$ cat src/rtl/imhq_pkg.sv
// ----------------------------------------------------------------------------
// imhq_pkg
// Shared types and constants of the indexed min-heap queue.
// ----------------------------------------------------------------------------
package imhq_pkg;

  localparam int ID_BITS    = 10;
  localparam int ID_SPACE   = 1024;
  localparam int COUNT_BITS = 11;
  localparam int OUT_KEY_BITS = 32;

  localparam logic [1:0] ACT_INSERT   = 2'd0;
  localparam logic [1:0] ACT_EXTRACT  = 2'd1;
  localparam logic [1:0] ACT_DECREASE = 2'd2;

  typedef enum logic [2:0] {
    ST_OK      = 3'd0,
    ST_EMPTY   = 3'd1,
    ST_FULL    = 3'd2,
    ST_ABSENT  = 3'd3,
    ST_PRESENT = 3'd4
  } status_t;

  typedef enum logic [3:0] {
    OP_NONE,
    OP_CLEAR,
    OP_ACCEPT,
    OP_ERR,
    OP_INS,
    OP_DEC,
    OP_UP_RD,
    OP_UP_MOVE,
    OP_DN_RD,
    OP_DN_LEFT,
    OP_DN_RIGHT,
    OP_DN_MOVE,
    OP_PLACE,
    OP_RD_TOP,
    OP_EX_TOP,
    OP_EX_LAST
  } op_t;

  typedef enum logic [3:0] {
    S_CLEAR,
    S_IDLE,
    S_CHECK,
    S_UP_RD,
    S_UP_CMP,
    S_DN_RD,
    S_DN_LEFT,
    S_DN_RIGHT,
    S_DN_CMP,
    S_PLACE,
    S_EX_TOP,
    S_EX_LAST,
    S_FIN
  } state_t;

  typedef struct packed {
    op_t     op;
    status_t st;
    logic    load_out;
  } cmd_t;

  typedef struct packed {
    logic [1:0] act;
    logic       clr_last;
    logic       pos_nz;
    logic       pos_gt_size;
    logic       size_zero;
    logic       size_full;
    logic       size_gt1;
    logic       slot_gt1;
    logic       up_less;
    logic       c_gt_size;
    logic       has_right;
    logic       dn_less;
    logic       out_free;
  } flags_t;

endpackage

$ cat src/rtl/imhq_ctrl.sv
// ----------------------------------------------------------------------------
// imhq_ctrl
// Sequencer for insert, extract and decrease-key with sift up and down.
// ----------------------------------------------------------------------------
module imhq_ctrl import imhq_pkg::*; (
  input  logic   clk,
  input  logic   rst,
  input  logic   req_valid,
  output logic   req_ready,
  input  flags_t flags,
  output cmd_t   cmd
);

  state_t state, state_next;

  always_ff @(posedge clk) begin
    if (rst) begin
      state <= S_CLEAR;
    end else begin
      state <= state_next;
    end
  end

  always_comb begin
    state_next   = state;
    cmd.op       = OP_NONE;
    cmd.st       = ST_OK;
    cmd.load_out = 1'b0;
    req_ready    = 1'b0;
    unique case (state)
      S_CLEAR: begin
        cmd.op = OP_CLEAR;
        if (flags.clr_last) begin
          state_next = S_IDLE;
        end
      end
      S_IDLE: begin
        req_ready = 1'b1;
        if (req_valid) begin
          cmd.op     = OP_ACCEPT;
          state_next = S_CHECK;
        end
      end
      S_CHECK: begin
        state_next = S_FIN;
        case (flags.act)
          ACT_INSERT: begin
            if (flags.pos_nz) begin
              cmd.op = OP_ERR;
              cmd.st = ST_PRESENT;
            end else if (flags.size_full) begin
              cmd.op = OP_ERR;
              cmd.st = ST_FULL;
            end else begin
              cmd.op     = OP_INS;
              state_next = S_UP_RD;
            end
          end
          ACT_EXTRACT: begin
            if (flags.size_zero) begin
              cmd.op = OP_ERR;
              cmd.st = ST_EMPTY;
            end else begin
              cmd.op     = OP_RD_TOP;
              state_next = S_EX_TOP;
            end
          end
          ACT_DECREASE: begin
            if (!flags.pos_nz || flags.pos_gt_size) begin
              cmd.op = OP_ERR;
              cmd.st = ST_ABSENT;
            end else begin
              cmd.op     = OP_DEC;
              state_next = S_UP_RD;
            end
          end
          default: begin
            state_next = S_FIN;
          end
        endcase
      end
      S_UP_RD: begin
        if (flags.slot_gt1) begin
          cmd.op     = OP_UP_RD;
          state_next = S_UP_CMP;
        end else begin
          state_next = (flags.act == ACT_INSERT) ? S_PLACE : S_DN_RD;
        end
      end
      S_UP_CMP: begin
        if (flags.up_less) begin
          cmd.op     = OP_UP_MOVE;
          state_next = S_UP_RD;
        end else begin
          state_next = (flags.act == ACT_INSERT) ? S_PLACE : S_DN_RD;
        end
      end
      S_DN_RD: begin
        if (flags.c_gt_size) begin
          state_next = S_PLACE;
        end else begin
          cmd.op     = OP_DN_RD;
          state_next = S_DN_LEFT;
        end
      end
      S_DN_LEFT: begin
        cmd.op     = OP_DN_LEFT;
        state_next = flags.has_right ? S_DN_RIGHT : S_DN_CMP;
      end
      S_DN_RIGHT: begin
        cmd.op     = OP_DN_RIGHT;
        state_next = S_DN_CMP;
      end
      S_DN_CMP: begin
        if (flags.dn_less) begin
          cmd.op     = OP_DN_MOVE;
          state_next = S_DN_RD;
        end else begin
          state_next = S_PLACE;
        end
      end
      S_PLACE: begin
        cmd.op     = OP_PLACE;
        state_next = S_FIN;
      end
      S_EX_TOP: begin
        cmd.op     = OP_EX_TOP;
        state_next = flags.size_gt1 ? S_EX_LAST : S_FIN;
      end
      S_EX_LAST: begin
        cmd.op     = OP_EX_LAST;
        state_next = S_DN_RD;
      end
      S_FIN: begin
        if (flags.out_free) begin
          cmd.load_out = 1'b1;
          state_next   = S_IDLE;
        end
      end
      default: begin
        state_next = S_CLEAR;
      end
    endcase
  end

endmodule

$ cat config.mk
export PLATFORM = sky130hd
export DESIGN_NAME = imhq_ctrl
export DESIGN_NICKNAME = d
export VERILOG_FILES = /design/src/rtl/imhq_pkg.sv /design/src/rtl/imhq_ctrl.sv
export SDC_FILE = /design/constraint.sdc
export NUM_CORES = 1
export LEC_CHECK = 0
export BUFFER_PORTS_ARGS = -buffer_cell sky130_fd_sc_hd__buf_2
export CORE_MARGIN = 4
export CORE_UTILIZATION = 46
export CTS_CLUSTER_DIAMETER = 60
export DETAILED_ROUTE_END_ITERATION = 8
export PLACE_DENSITY = 0.73
export SYNTH_ARGS = -nofsm -noshare
export SYNTH_HDL_FRONTEND = slang
export SYNTH_SLANG_ARGS = --single-unit
$ cat constraint.sdc
create_clock -name clk -period 3.63 [get_ports clk]
set_input_delay 0 -clock clk [delete_from_list [all_inputs] [get_ports clk]]
set_output_delay 0 -clock clk [all_outputs]
set_load 0.02 [all_outputs]
Word-level counts from Yosys, hierarchy flattened --
Index checks and enable logic that the tools add are counted.
Word-level totals: register bits after elaboration 4, input port bits 17, output and inout bits 9, word-level logic and storage cells 57
Cells by class: eq/ne operators 17, multiplexer cells 34, reduce and logical (&&, ||, !) cells 5
Operator list (number):
- 4-bit 2-to-1 mux | 15
- 4-bit case mux with 13 select lines | 1
- 4-bit case mux with 12 select lines | 1
- 3-bit 2-to-1 mux | 7
- 7-bit case mux with 3 select lines | 1
- 4-bit == test (second input constant) | 5
- 4-bit by 3-bit == test with 1-bit output (second input constant) | 4
- 4-bit case mux with 3 select lines | 1
- 4-bit by 2-bit == test with 1-bit output (second input constant) | 2
- 2-bit 2-to-1 mux | 3
- 6-bit 2-to-1 mux | 1
- 2-bit inequality test (second input constant) | 3
- 4-bit by 1-bit == test with 1-bit output (second input constant) | 1
- 4-bit logical NOT | 1
- 1-bit 2-to-1 mux | 4
- 3-bit AND reduction | 1
- 2-bit by 1-bit == test with 1-bit output (second input constant) | 1
- 2-bit == test (second input constant) | 1
- 2-bit logical NOT | 1
- 1-bit logical NOT | 1
- 1-bit logical OR | 1

Longest topological paths before layout --
depth in word-level cells 5, gate-level depth with buffers 7, depth with buffers taken out 6

Worst setup path before layout --
No wires, ideal clock.
kind reg-to-output, from register state[0], to output port cmd[7] (netlist bit), data arrival time 1387 ps, data required time 3630 ps, path slack 2243 ps, stages on the path, launching flop included 5, path buffers 1, cells stage by stage dfxtp_1 -> buf_6 -> nor4b_2 -> nand2b_2 -> o21ai_0
RTL lines:
- start: declaration | line imhq_ctrl.sv:14 | state_t state, state_next;
- start signal: assignment | line imhq_ctrl.sv:20 | state <= state_next;
- end: declaration | line imhq_ctrl.sv:11 | output cmd_t cmd

==> results.json <==
{
  "share_of_flip_flops_with_an_asynchronous_set_or_reset_after_synthesis": 0,
  "grt_setup_unrepaired": "no",
  "syn_to_final_growth_pct": 16.6,
  "fmax_mhz": 493,
  "groute.usage.overall": 0.199,
  "wl_per_cell_um": 14.8,
  "synth_sequential_area_ratio": 0.0957,
  "die_area_mm2": 0.00257,
  "cts.sinks": 4,
  "pwr_density_cell_mw_per_mm2": 606,
  "peakVddDrop_mv": 0.284,
  "port_buffers": 25,
  "yosys_warnings": 0,
  "timing.critical_path.required_ns": 3.63,
  "synth_area_leaders": "dfxtp_1 9.6%, nor2_1 7.2%, nand2b_1 6.7%, a21oi_1 6.6%, ha_1 6.0%",
  "die-width_um": 50.7,
  "clk_pin_slew_ns": 0.04,
  "placer_congestion": 0.870,
  "cts_root_buf": "clkbuf_4",
  "layout_commonest_cell": "buf_2",
  "drc_violation_total_after_the_first_tritonroute_iteration": 37,
  "yosysTopAreaCellShare": 0.0957,
  "cp_data_arrival_time_ns": 2.03,
  "power.net_switching_uw": 325,
  "synth.net_count": 142,
  "power.leakage_uw": 0.000409,
  "global_route.overflow_total": 0,
  "flip_flop_count_of_the_largest_register_all_copies_and_words_added": 4,
  "kind_of_critical_path": "reg -> out",
  "timing.max_cap.violations": 0,
  "avgSynthCellArea_um2": 6.92,
  "intPower_uw": 267,
  "power_share_of_the_clock_group": 0.100,
  "yosysTopAreaCell": "dfxtp_1",
  "antenna_cells_inserted": 0,
  "top_register": "state",
  "final.period_utilization": 0.559,
  "endpoint_kind": "primary output",
  "numCtsBuffers": 3,
  "worst_clock_skew_ns": 0.00421,
  "clock_latency_ns": 0.24,
  "num_io_pins": 26,
  "status": "finished clean",
  "fin_nets": 165,
  "num_vias": 1014,
  "post_synthesis_cells": 121,
  "first_pass_iters": 4,
  "grt_pass1_vias": 870,
  "final_hold_viol_count": 0,
  "number_of_enable_type_register_cells_in_the_synthesized_netlist": 0,
  "power.combinational.fraction": 0.648,
  "post-route-drc-count": 0,
  "seqPwrFrac": 0.253,
  "avgViaCountPerCell": 6.07,
  "stdcell_count": 167,
  "wl_mm": 2.47,
  "route.antenna.remaining_nets": 0,
  "synth_top_flop_cell": "dfxtp_1",
  "worst_slew_margin_rel": 0.537,
  "yosys.cell_types.count": 44,
  "cts_tree": "built",
  "mostFrequentLayoutCells": "25 x buf_2, 16 x nor2_1, 11 x a21oi_1",
  "final_design_area_no_fill_um2": 976,
  "dp.cells": 163,
  "setup_viol_count_final": 0,
  "worst_slew_pin_slew_ns": 0.694,
  "critical_path.startpoint_type": "flop",
  "initial_core_util": 0.485,
  "hp-class": "in -> reg",
  "initial_antenna_violation_count": 0,
  "placement_rows": 15,
  "layout-drive-gt1-share": 0.261,
  "detailed_place.area_um2": 943,
  "final.min_clock_period_ns": 2.03,
  "grt_start_max_net_pins": 23,
  "power_uw": 592,
  "drv_slew": 0,
  "dp.final_hpwl_mm": 1.83,
  "p_sw_frac": 0.549,
  "setup.reg_to_reg.worst_slack_ns": 1.79,
  "clock_path_buffers": 2,
  "clock_tree.htree_level_count": 1,
  "post-cts-setup-buffers": 0,
  "largestRegisters": "state: 4 flops",
  "synthesis.area_um2": 837,
  "critical_path_peak_fanout": 22,
  "setup_tns_final_ns": 0,
  "grt_first_pass_wirelength_mm": 3.93,
  "core-area_mm2": 0.00173,
  "die-height_um": 50.7,
  "synth_seq_cells": 4
}
metal layers:
layer,wire length [um],vias up,track usage
met5,0,-,0
met4,73,0,0.112
met3,202,10,0.0267
met2,1130,57,0.307
met1,1060,457,0.263
li1,-,490,-
cells in the mapped netlist (all sizes together), types with 2 or more instances:
cell type  number
nor2           16
a21oi          12
nand2b         10
o21ai           9
nor2b           7
buf             6
inv             5
dfxtp           4
ha              4
nand2           4
nor3            4
a22oi           3
and3            3
o21a            3
a21bo           2
a311oi          2
clkbuf          2
nand3           2
o211ai          2
o221ai          2
or3b            2
final timing paths:
kind / endpoint / start / cells past startpoint
hold reg to reg: state[1] / state[2] / 2
setup reg to reg: state[1] / state[1] / 4
hold / removal: state[3] / flags[4] / 4
setup / recovery: cmd[6] / state[1] / 5
per-stage QoR:
step / utilization / setup slack (ns) / hold WS [ns]
global route: 0.565 / 1.48 / 0.195
CTS: 0.565 / 1.63 / 0.144
floorplan: - / 2.24 / 0.0679
finish: 0.565 / 1.60 / 0.146
detailed placement: 0.546 / 1.84 / 0.255
global placement: 0.546 / 1.91 / 0.248
cell type report:
| type | count | area [um2] |
|---|---|---|
| repair buffers | 26 | 135 |
| fillers | 183 | 751 |
| multi-input cells | 104 | 688 |
| well taps | 25 | 31.3 |
| clock buffers | 3 | 22.5 |
| flip-flops and latches | 4 | 80.1 |
| inverters | 5 | 18.8 |
cells by family after synthesis:
group           count (synthesis)  synth area share
flops                           4            0.0957
buf+inv                        13            0.0822
simple gates                   54             0.371
mux                             1            0.0120
compound gates                 44             0.369
xor+xnor                        1            0.0105
fa+ha+maj                       4            0.0598
power groups by stage:
stage | clock, uW | sequential (uW) | combinational (uW)
finish | 59.0 | 149 | 383
global route | 64.4 | 156 | 422
CTS | 60.3 | 146 | 380
detailed placement | 0 | 146 | 376
global placement | 0 | 144 | 371
floorplan | 0 | 76.4 | 363
repair_timing:
item / in CTS / in global routing
resized for setup: 0 / 0
hold endpoints to repair: 1 / 0
hold buffers: 1 / 0
critical path: stages, from the launching register on:
cell	delay [ns]
dfxtp_1	0.72
nor4b_2	0.44
nand2b_2	0.17
o21a_1	0.23
nand2_1	0.06
buf_2	0.16
Power figures use the tool's default switching activity.
